### src/rtl/fwpe_pkg.sv
package fwpe_pkg;

  localparam int DEPTH   = 16;
  localparam int IDX_W   = $clog2(DEPTH);
  localparam int CNT_W   = $clog2(DEPTH + 1);
  localparam int TAG_W   = 16;
  localparam int PRIO_W  = 8;
  localparam int FUNC_W  = 2;
  localparam int COUNT_W = 5;

  typedef enum logic [FUNC_W-1:0] {
    FUNC_PUSH    = 2'd0,
    FUNC_POP     = 2'd1,
    FUNC_EXTRACT = 2'd2,
    FUNC_NONE    = 2'd3
  } func_t;

  // Running best candidate handed from cell to cell during a scan.
  typedef struct packed {
    logic              found;
    logic [PRIO_W-1:0] prio;
    logic [TAG_W-1:0]  tag;
    logic [IDX_W-1:0]  idx;
  } scan_t;

  // Broadcast control from the controller to every cell.
  typedef struct packed {
    logic              load;
    logic              shift;
    logic [IDX_W-1:0]  sel;
    logic [CNT_W-1:0]  occ;
    logic [TAG_W-1:0]  tag;
    logic [PRIO_W-1:0] prio;
  } cell_ctl_t;

endpackage

### src/rtl/fwpe_cell.sv
module fwpe_cell
  import fwpe_pkg::*;
(
  input  logic              clk,
  input  logic [IDX_W-1:0]  cell_idx,
  input  cell_ctl_t         ctl,
  input  logic [TAG_W-1:0]  nbr_tag,
  input  logic [PRIO_W-1:0] nbr_prio,
  input  scan_t             scan_in,
  output logic [TAG_W-1:0]  tag_o,
  output logic [PRIO_W-1:0] prio_o,
  output scan_t             scan_o
);

  logic [TAG_W-1:0]  tag_r, tag_nxt;
  logic [PRIO_W-1:0] prio_r, prio_nxt;
  scan_t             scan_r, scan_nxt;
  logic              occupied;

  assign occupied = CNT_W'(cell_idx) < ctl.occ;

  // A push lands in the first free cell; a removal pulls every cell at or
  // behind the removed position one step toward the head.
  always_comb begin
    tag_nxt  = tag_r;
    prio_nxt = prio_r;
    if (ctl.load && (CNT_W'(cell_idx) == ctl.occ)) begin
      tag_nxt  = ctl.tag;
      prio_nxt = ctl.prio;
    end else if (ctl.shift && (cell_idx >= ctl.sel)) begin
      tag_nxt  = nbr_tag;
      prio_nxt = nbr_prio;
    end
  end

  // Strict compare keeps the older entry on a tie.
  always_comb begin
    scan_nxt = scan_in;
    if (occupied && (!scan_in.found || (prio_r > scan_in.prio))) begin
      scan_nxt = '{found: 1'b1, prio: prio_r, tag: tag_r, idx: cell_idx};
    end
  end

  always_ff @(posedge clk) begin
    tag_r  <= tag_nxt;
    prio_r <= prio_nxt;
    scan_r <= scan_nxt;
  end

  assign tag_o  = tag_r;
  assign prio_o = prio_r;
  assign scan_o = scan_r;

endmodule

### src/rtl/fwpe_ctrl.sv
module fwpe_ctrl
  import fwpe_pkg::*;
(
  input  logic               clk,
  input  logic               rst_n,
  input  logic               in_valid,
  output logic               in_ready,
  input  logic [FUNC_W-1:0]  in_func,
  input  logic [TAG_W-1:0]   in_item_tag,
  input  logic [PRIO_W-1:0]  in_item_priority,
  output logic               out_valid,
  input  logic               out_ready,
  output logic               out_valid_res,
  output logic [TAG_W-1:0]   out_tag,
  output logic [PRIO_W-1:0]  out_priority,
  output logic [COUNT_W-1:0] out_count,
  output logic               out_overflow,
  input  logic [TAG_W-1:0]   head_tag,
  input  logic [PRIO_W-1:0]  head_prio,
  input  scan_t              scan_best,
  output cell_ctl_t          cell_ctl
);

  typedef enum logic [1:0] {
    S_IDLE,
    S_SCAN,
    S_DONE
  } state_t;

  state_t             state_r;
  func_t              func_r;
  logic [TAG_W-1:0]   tag_r;
  logic [PRIO_W-1:0]  prio_r;
  logic [IDX_W-1:0]   scan_cnt_r;
  logic [CNT_W-1:0]   occ_r, occ_nxt;
  logic               out_valid_r;
  logic               res_valid_r;
  logic [TAG_W-1:0]   res_tag_r;
  logic [PRIO_W-1:0]  res_prio_r;
  logic [COUNT_W-1:0] res_count_r;
  logic               res_ovf_r;

  logic               accept;
  logic               commit;
  logic               is_push;
  logic               is_remove;
  logic               full;
  logic               empty;
  logic               do_load;
  logic               do_shift;
  logic [TAG_W-1:0]   rem_tag;
  logic [PRIO_W-1:0]  rem_prio;
  logic [IDX_W-1:0]   rem_idx;

  assign in_ready  = (state_r == S_IDLE);
  assign accept    = in_valid && in_ready;
  assign commit    = (state_r == S_DONE) && (!out_valid_r || out_ready);
  assign is_push   = (func_r == FUNC_PUSH);
  assign is_remove = (func_r == FUNC_POP) || (func_r == FUNC_EXTRACT);
  assign full      = (occ_r == CNT_W'(DEPTH));
  assign empty     = (occ_r == '0);
  assign do_load   = commit && is_push && !full;
  assign do_shift  = commit && is_remove && !empty;

  always_comb begin
    if (func_r == FUNC_EXTRACT) begin
      rem_tag  = scan_best.tag;
      rem_prio = scan_best.prio;
      rem_idx  = scan_best.idx;
    end else begin
      rem_tag  = head_tag;
      rem_prio = head_prio;
      rem_idx  = '0;
    end
  end

  always_comb begin
    occ_nxt = occ_r;
    if (do_load) begin
      occ_nxt = occ_r + CNT_W'(1);
    end else if (do_shift) begin
      occ_nxt = occ_r - CNT_W'(1);
    end
  end

  assign cell_ctl = '{load: do_load, shift: do_shift, sel: rem_idx, occ: occ_r,
                      tag: tag_r, prio: prio_r};

  always_ff @(posedge clk) begin
    if (!rst_n) begin
      state_r     <= S_IDLE;
      func_r      <= FUNC_NONE;
      tag_r       <= '0;
      prio_r      <= '0;
      scan_cnt_r  <= '0;
      occ_r       <= '0;
      out_valid_r <= 1'b0;
      res_valid_r <= 1'b0;
      res_tag_r   <= '0;
      res_prio_r  <= '0;
      res_count_r <= '0;
      res_ovf_r   <= 1'b0;
    end else begin
      // A new result keeps the output valid; otherwise a taken result frees it.
      if (commit) begin
        out_valid_r <= 1'b1;
      end else if (out_ready) begin
        out_valid_r <= 1'b0;
      end
      unique case (state_r)
        S_IDLE: begin
          if (accept) begin
            func_r     <= func_t'(in_func);
            tag_r      <= in_item_tag;
            prio_r     <= in_item_priority;
            scan_cnt_r <= '0;
            if (func_t'(in_func) == FUNC_EXTRACT) begin
              state_r <= S_SCAN;
            end else begin
              state_r <= S_DONE;
            end
          end
        end
        S_SCAN: begin
          scan_cnt_r <= scan_cnt_r + IDX_W'(1);
          if (scan_cnt_r == IDX_W'(DEPTH - 1)) begin
            state_r <= S_DONE;
          end
        end
        S_DONE: begin
          if (commit) begin
            occ_r       <= occ_nxt;
            res_valid_r <= do_shift;
            res_tag_r   <= do_shift ? rem_tag : '0;
            res_prio_r  <= do_shift ? rem_prio : '0;
            res_count_r <= COUNT_W'(occ_nxt);
            res_ovf_r   <= is_push && full;
            state_r     <= S_IDLE;
          end
        end
        default: begin
          state_r <= S_IDLE;
        end
      endcase
    end
  end

  assign out_valid     = out_valid_r;
  assign out_valid_res = res_valid_r;
  assign out_tag       = res_tag_r;
  assign out_priority  = res_prio_r;
  assign out_count     = res_count_r;
  assign out_overflow  = res_ovf_r;

  a_occ_bound: assert property (@(posedge clk) disable iff (!rst_n)
    occ_r <= CNT_W'(DEPTH))
    else $error("occupancy exceeds queue depth");

  a_remove_dec: assert property (@(posedge clk) disable iff (!rst_n)
    do_shift |=> (occ_r == $past(occ_r) - CNT_W'(1)))
    else $error("removal did not decrement occupancy");

  a_scan_ready: assert property (@(posedge clk) disable iff (!rst_n)
    (state_r == S_DONE && func_r == FUNC_EXTRACT && !empty)
      |-> (scan_best.found && (CNT_W'(scan_best.idx) < occ_r)))
    else $error("scan result not settled or outside occupied cells");

  a_res_excl: assert property (@(posedge clk) disable iff (!rst_n)
    out_valid_r |-> !(res_valid_r && res_ovf_r))
    else $error("result both removed an entry and overflowed");

endmodule

### src/rtl/fifo_with_priority_extract.sv
// Arrival-ordered queue of DEPTH (tag, priority) entries with three
// operations per request: push at the tail, pop the oldest entry, or
// extract the entry of highest priority (oldest wins on a tie).
//
// The input channel (in_valid/in_ready) carries in_func, in_item_tag and
// in_item_priority. Every request produces exactly one result on the
// output channel (out_valid/out_ready): out_valid_res, out_tag,
// out_priority, out_count (occupancy after the request) and out_overflow
// (a push that hit a full queue and was dropped).
//
// Storage is a row of cells. A removal shifts every younger cell one step
// toward the head at once; an extract first runs a registered
// compare chain through all cells, one cell per cycle.
// Push, pop and the unused code go from acceptance straight to S_DONE,
// where the result is registered; an extract passes through S_SCAN
// first while the compare chain runs. A new request is taken only once
// the controller is back in S_IDLE, so requests are handled one at a time.
// A waiting result does not block acceptance; a request that
// finishes while the result register is still full holds until the
// receiver takes it. Reset empties the queue and clears both channels.
module fifo_with_priority_extract
  import fwpe_pkg::*;
(
  input  logic               clk,
  input  logic               rst_n,
  input  logic               in_valid,
  output logic               in_ready,
  input  logic [FUNC_W-1:0]  in_func,
  input  logic [TAG_W-1:0]   in_item_tag,
  input  logic [PRIO_W-1:0]  in_item_priority,
  output logic               out_valid,
  input  logic               out_ready,
  output logic               out_valid_res,
  output logic [TAG_W-1:0]   out_tag,
  output logic [PRIO_W-1:0]  out_priority,
  output logic [COUNT_W-1:0] out_count,
  output logic               out_overflow
);

  cell_ctl_t         cell_ctl;
  logic [TAG_W-1:0]  cell_tag  [DEPTH];
  logic [PRIO_W-1:0] cell_prio [DEPTH];
  scan_t             cell_scan [DEPTH];

  // The controller sequences each request and owns occupancy and the
  // result register.
  fwpe_ctrl u_ctrl (
    .clk              (clk),
    .rst_n            (rst_n),
    .in_valid         (in_valid),
    .in_ready         (in_ready),
    .in_func          (in_func),
    .in_item_tag      (in_item_tag),
    .in_item_priority (in_item_priority),
    .out_valid        (out_valid),
    .out_ready        (out_ready),
    .out_valid_res    (out_valid_res),
    .out_tag          (out_tag),
    .out_priority     (out_priority),
    .out_count        (out_count),
    .out_overflow     (out_overflow),
    .head_tag         (cell_tag[0]),
    .head_prio        (cell_prio[0]),
    .scan_best        (cell_scan[DEPTH-1]),
    .cell_ctl         (cell_ctl)
  );

  // Cell 0 is the head. Cells at or behind a removed entry take their
  // younger neighbor's entry; each cell passes the best so far toward the tail.
  for (genvar i = 0; i < DEPTH; i++) begin : g_cell
    logic [TAG_W-1:0]  nbr_tag;
    logic [PRIO_W-1:0] nbr_prio;
    scan_t             scan_in;

    if (i == DEPTH - 1) begin : g_tail
      assign nbr_tag  = '0;
      assign nbr_prio = '0;
    end else begin : g_mid
      assign nbr_tag  = cell_tag[i+1];
      assign nbr_prio = cell_prio[i+1];
    end

    if (i == 0) begin : g_first
      assign scan_in = '0;
    end else begin : g_rest
      assign scan_in = cell_scan[i-1];
    end

    fwpe_cell u_cell (
      .clk      (clk),
      .cell_idx (IDX_W'(i)),
      .ctl      (cell_ctl),
      .nbr_tag  (nbr_tag),
      .nbr_prio (nbr_prio),
      .scan_in  (scan_in),
      .tag_o    (cell_tag[i]),
      .prio_o   (cell_prio[i]),
      .scan_o   (cell_scan[i])
    );
  end

endmodule

### config.mk
export PLATFORM = sky130hd
export DESIGN_NAME = fifo_with_priority_extract
export DESIGN_NICKNAME = d
export VERILOG_FILES = /design/src/rtl/fwpe_pkg.sv /design/src/rtl/fwpe_cell.sv /design/src/rtl/fwpe_ctrl.sv /design/src/rtl/fifo_with_priority_extract.sv
export SDC_FILE = /design/constraint.sdc
export NUM_CORES = 1
export LEC_CHECK = 0
export ABC_AREA = 1
export BUFFER_PORTS_ARGS = -buffer_cell sky130_fd_sc_hd__buf_2
export CAP_MARGIN = 20
export CORE_AREA = 2 2 262 264
export CTS_CLUSTER_SIZE = 25
export DETAILED_ROUTE_END_ITERATION = 8
export DIE_AREA = 0 0 264 266
export GPL_TIMING_DRIVEN = 0
export PLACE_DENSITY = 0.75
export SLEW_MARGIN = 10
export SYNTH_ARGS = -nofsm -noshare
export SYNTH_HDL_FRONTEND = slang
export SYNTH_SLANG_ARGS = --single-unit
### constraint.sdc
create_clock -name clk -period 8.4 [get_ports clk]
set_clock_uncertainty 0.15 [all_clocks]
set_input_delay 0.42 -clock clk [delete_from_list [all_inputs] [get_ports clk]]
set_output_delay 0.42 -clock clk [all_outputs]
set_load 0.005 [all_outputs]
* Word level (Yosys, flattened, before mapping)
Cells that the tools add are included. W data, S select, Z words.
Operators by class: mux-type cells 96, $lt $le $gt $ge 47, eq/ne operators 25, reductions and logical operators 116, add/subtract/negate cells 3
Operators by type and width (number):
- $mux W16 | 34
- $mux W28 | 15
- $mux W8 | 34
- $gt A8 B8 Y1 | 15
- $logic_and A1 B1 Y1 | 54
- $eq A4 B5 Y1 const A | 8
- $lt A4 B5 Y1 const A | 8
- $reduce_bool A2 Y1 | 19
- $ge A4 B4 Y1 const A | 8
- $mux W29 | 1
- $eq A3 B5 Y1 const A | 4
- $lt A3 B5 Y1 const A | 4
- $logic_not A1 Y1 | 18
- $logic_or A1 B1 Y1 | 17
- $ge A3 B4 Y1 const A | 4
- $eq A2 B5 Y1 const A | 2
- $lt A1 B5 Y1 const A | 2
- $lt A2 B5 Y1 const A | 2
- $mux W5 | 2
- $ge A1 B4 Y1 const A | 2
- $ge A2 B4 Y1 const A | 2
- $mux W2 | 4
- $mux W4 | 2
- $pmux W4 S2 | 1
- other kinds (16) | 25
Storage, ports and cells: word-level logic and storage cells 393, bits of input ports 30, output and inout port bits 33, register bits after elaboration 911

* Depth between registers and ports, before layout
word-level depth 8, depth in mapped cells 15, gate-level depth less buffers 14

* By module
A second synthesis with hierarchy kept.
Second synthesis, totals: cells, all modules 4208, area total of the unflattened synthesis 43723.2 µm²
By module, submodules not included:
- fwpe_cell | times used 16, sequential area each 1301.2 µm², area each 2552.4 µm², cells an instance 240
- fwpe_ctrl | times used 1, sequential area each 1281.2 µm², area each 2876.5 µm², cells an instance 366
- fifo_with_priority_extract | times used 1, sequential area each 0.0 µm², area each 7.5 µm², cells an instance 2

* Worst setup path after synthesis
Ideal clock, no wire load.
path kind reg2reg, from register u_ctrl.occ_r[0], to register g_cell[5].u_cell.prio_r[0] (enable), stages on the path, launching flop included 8, arrival 4119 ps, slack 3641 ps, buffers on the path 0, period minus slack after synthesis 4759 ps, cell sequence dfxtp_1 -> inv_2 -> ha_1 -> inv_1 -> nor2_1 -> nand2_1 -> nand3_1 -> o311ai_0
On the way: word-level cells in the longest chain between the ends 5
Ends and longest elaborated chain:
- start, declared | line fwpe_ctrl.sv:35 | logic [CNT_W-1:0] occ_r, occ_nxt;
- start signal, assigned | line fwpe_ctrl.sv:132 | occ_r <= occ_nxt;
- $eq A5 B5 Y1 or $logic_not A5 Y1 (tied branches) | line fwpe_ctrl.sv:60, fwpe_ctrl.sv:61
- $logic_not A1 Y1, on equally long branches | line fwpe_ctrl.sv:62, fwpe_ctrl.sv:63
- $logic_and A1 B1 Y1, on equally long branches | line fwpe_ctrl.sv:62, fwpe_ctrl.sv:63
- $logic_and A1 B1 Y1, on equally long branches | line fwpe_cell.sv:27, fwpe_cell.sv:30
- $reduce_bool A2 Y1 (no source line) *
- end signal, assigned | line fwpe_cell.sv:46 | prio_r <= prio_nxt;
- end, declared | line fwpe_cell.sv:16 | logic [PRIO_W-1:0] prio_r, prio_nxt;
Every way passes the cells marked *; elsewhere a longest branch is shown, timed or not. A chain may end at the register's enable or synchronous reset.

* Worst setup path after layout
from register u_ctrl.occ_r[1], to register g_cell[13].u_cell.prio_r[7] (enable)
On the way: word-level cells in the longest chain between the ends 5
Ends and longest elaborated chain (line):
- $eq A5 B5 Y1 or $logic_not A5 Y1 (tied branches) | fwpe_ctrl.sv:60, fwpe_ctrl.sv:61
- $logic_not A1 Y1, on equally long branches | fwpe_ctrl.sv:62, fwpe_ctrl.sv:63
- $logic_and A1 B1 Y1, on equally long branches | fwpe_ctrl.sv:62, fwpe_ctrl.sv:63
- $logic_and A1 B1 Y1, on equally long branches | fwpe_cell.sv:27, fwpe_cell.sv:30
- $reduce_bool A2 Y1 (no source line) *
- end signal, assigned | fwpe_cell.sv:46
- end, declared | fwpe_cell.sv:16
Marked as above.

==> impl_metrics.py <==
metrics = {
    "logic_synthesis": {
        "synth-xor-area-share_pct": 0.0953,
        "synth.distinct_cells": 41,
        "synthTopCellsByArea": "edfxtp_1, dfxtp_1, nand2_1, nand3_1, o21ai_0",
        "synthAdderAreaFrac_pct": 4.36,
        "synth_edf_count": 384,
        "synthesis.area_sq_um": 36800,
        "synth_top_cell_by_area": "edfxtp_1",
        "syn_inst": 4045,
        "synth.avg_cell_area_sq_um": 9.09,
        "ys_ff_latch": 896,
        "ys_dominant_reg_cell": "dfxtp_1",
        "yosys_warnings": 0,
        "synth-simple-area-share_pct": 21.9,
        "synth_compound_area_share_pct": 7.69,
        "async_reset_ff_share_pct": 0,
        "synth_top_family_by_area": "simple AND/OR/NAND/NOR gates",
        "synthMuxAreaShare_pct": 0.735,
        "syn-num-nets": 4203,
        "yosysTopAreaCellShare_pct": 31.4,
        "seq_area_frac_synth_pct": 59.2,
    },
    "power_and_ir_drop": {
        "combPwrFrac_pct": 15.6,
        "power.switching_mw": 3.29,
        "p_seq_share_pct": 48.2,
        "intPower_mw": 8.32,
        "ir_drop_mv": 0.211,
        "p_sw_share_pct": 28.4,
        "power_leakage_nw": 18.5,
        "p_per_area_nw_per_um2": 278,
        "pwr-share-clk_pct": 36.1,
    },
    "status": {
        "outcome": "completed",
    },
    "timing": {
        "max_freq_mhz": 243,
        "fin_setup_tns_ns": 0,
        "timing.slew.headroom_pct": 23.9,
        "period_share_pct": 48.9,
        "finalHoldViolations": 0,
        "tightest_slew_ns": 1.14,
        "rsz0062_at_grt": "no",
        "setup_viol": 0,
        "drv_slew": 0,
        "min_period_ns": 4.11,
    },
    "drt": {
        "drt-pass1-iter-count": 7,
        "viasPerCell": 5.55,
        "drtIter0Drc": 3184,
        "final_antenna_net_count": 0,
        "drc_errors": 0,
        "avgRoutedWirePerCell_um": 19.8,
        "wl_um": 103000,
        "route.vias.total": 28900,
    },
    "setup_path": {
        "r2r-start": "u_ctrl.occ_r[1]",
        "arrival_ns": 4.11,
        "cp_max_fo": 24,
        "slowest_stage": "nand2_1",
        "path_cells": "buf_2 -> inv_1 -> ha_1 -> inv_1 -> nor2_1 -> nand2_1 -> nand3_1 -> clkinv_1 -> clkbuf_1 -> o21ai_0 -> nand2_1",
        "critPathCaptureType": "flip-flop",
        "cpPeakStageDelay_ns": 0.62,
        "startpoint": "u_ctrl.occ_r[1]",
        "cp.required_ns": 8.40,
        "critical_path_class": "reg2reg",
        "startpoint_type": "flip-flop",
    },
    "clocking": {
        "cts_setup_buffers": 0,
        "htreeDepth": 3,
        "root_buffer": "clkbuf_16",
        "cts_tree": "built",
        "path_clk_slew_ns": 0.06,
        "clkLatencyLatePin_ns": 0.66,
        "cts.sinks": 896,
        "cts_buffer_depth": 3,
        "numCtsBuffers": 89,
    },
    "final_layout": {
        "final_common_cell": "nand2_1",
        "fin_cells": 5201,
        "nNetsFinal": 4399,
        "final_cell_mix": "nand2_1, dfxtp_1, edfxtp_1",
        "area_growth_pct": 13.7,
        "drive_gt1_share_pct": 9.20,
        "fillCellCount": 5507,
    },
    "min_path": {
        "worstHoldPathType": "in2reg",
        "min-delay-start": "in_func[1]",
    },
    "global_routing": {
        "antenna_found_initial": 8,
        "grt_overflow": 0,
        "grt_max_degree": 25,
        "met2_usage_pct": 47.8,
        "grtUsageMet1_pct": 38.6,
        "grt_pass1_wl_um": 158000,
        "first_global_vias": 27800,
        "use_met3_pct": 5.52,
        "top_usage_layer": "met2",
        "grt_usage_pct": 29.3,
    },
    "run": {
        "drv_cap": 0,
    },
    "floorplanning": {
        "die_h_um": 266,
        "dieArea_sq_um": 70200,
        "ioPinCount": 63,
        "core_sq_um": 67700,
        "die_x_um": 264,
        "start_util_pct": 54.3,
        "rows": 96,
    },
    "placed_design": {
        "dpl.cell_count": 5004,
        "hpwl_um": 74300,
        "place.gp.congestion": 0.916,
        "port_buffers": 62,
    },
}
power groups by stage:
stage	clock [mW]	combinational [mW]	sequential, mW
floorplan	0	1.16	5.51
global placement	0	1.69	5.67
detailed placement	0	1.75	5.66
CTS	4.20	1.79	5.59
global route	4.38	2.03	5.65
finish	4.20	1.82	5.60
Yosys cell counts, drive strengths merged, types with 2 or more instances:
cell    count
a21boi     11
a21o       15
a21oi      89
buf        82
clkbuf    140
dfxtp     512
edfxtp    384
ha        128
inv       299
mux2       24
nand2    1434
nand3     376
nand4      18
nor2       92
nor3        5
o211ai      2
o21ai     410
or2        14
xor2        4
cell families (layout without fill, tap and decap cells):
| kind of cell | after synthesis | in the layout |
|---|---|---|
| multiplexers | 24 | 24 |
| other | 0 | 3 |
| buffers and inverters | 522 | 793 |
| AO/OA/AOI/OAI | 532 | 532 |
| XOR/XNOR | 4 | 4 |
| flip-flops | 896 | 896 |
| adder cells (fa/ha/maj) | 128 | 128 |
| AND/OR/NAND/NOR | 1939 | 1939 |
registers in the layout, indices dropped and copies added, names as in the netlist:
name	count
u_ctrl.func_r	2
u_ctrl.occ_r	5
g_cell.u_cell.prio_o	128
u_ctrl.out_priority	8
u_ctrl.out_valid	1
u_ctrl.scan_cnt_r	4
u_ctrl.prio_r	8
u_ctrl.state_r	2
u_ctrl.out_valid_res	1
u_ctrl.tag_r	16
g_cell.u_cell.tag_o	256
g_cell.u_cell.scan_o	448
u_ctrl.out_overflow	1
u_ctrl.out_tag	16
routing by layer:
metal	wire length, um	share of wire, %	up-vias
met1	42000	41	13700
met4	4480	4.3	6
li1	-	-	13700
met3	9030	8.8	278
met5	38	0.037	-
met2	47500	46	1267
worst paths after layout:
kind	slack, ns	cells past startpoint	end
max	4.29	11	g_cell[13].u_cell.prio_o[7]
min	0.02	3	u_ctrl.func_r[1]
max reg2reg	4.29	11	g_cell[13].u_cell.prio_o[7]
min reg2reg	0.26	2	g_cell[14].u_cell.scan_o[1]
stage by stage:
step / setup WS, ns / hold WS, ns / cell area [sq um] / power, mW / utilization [%]
2_1_floorplan: 3.64 / 0.237 / 36800 / 6.67 / -
3_3_place_gp: 2.14 / 0.244 / 38200 / 7.37 / 56.4
3_5_place_dp: 4.41 / 0.250 / 38400 / 7.41 / 56.7
4_1_cts: 4.37 / 0.00577 / 41800 / 11.6 / 61.7
5_1_grt: 4.07 / 0.00547 / 41800 / 12.1 / 61.7
6_report: 4.29 / 0.0196 / 41800 / 11.6 / 61.7
worst max-delay path, delay by kind of cell, from the launching register on:
family / cells / cell delay, ns
and+or+nand+nor: 4 / 1.45
adders and majority gates: 1 / 0.23
AOI/OAI and AO/OA: 1 / 0.16
buffers and inverters: 5 / 1.24
DFF: 1 / 0.36
final cells by class:
type	instances	area [sq um]	area share, %
well taps	882	1100	2.64
diodes	3	7.51	0.0180
flip-flops and latches	896	21800	52.1
clock inverters	36	460	1.10
multi-input cells	2627	12800	30.6
clock buffers	130	2630	6.28
repair buffers	105	816	1.95
inverters	300	1130	2.69
plain buffers	222	1090	2.61
what timing repair did:
action,in CTS,in global routing
hold buffers,26,0
setup endpoints to repair,0,0
hold endpoints to repair,27,0
gates resized for setup,0,0
Power figures use the tool's default switching activity.
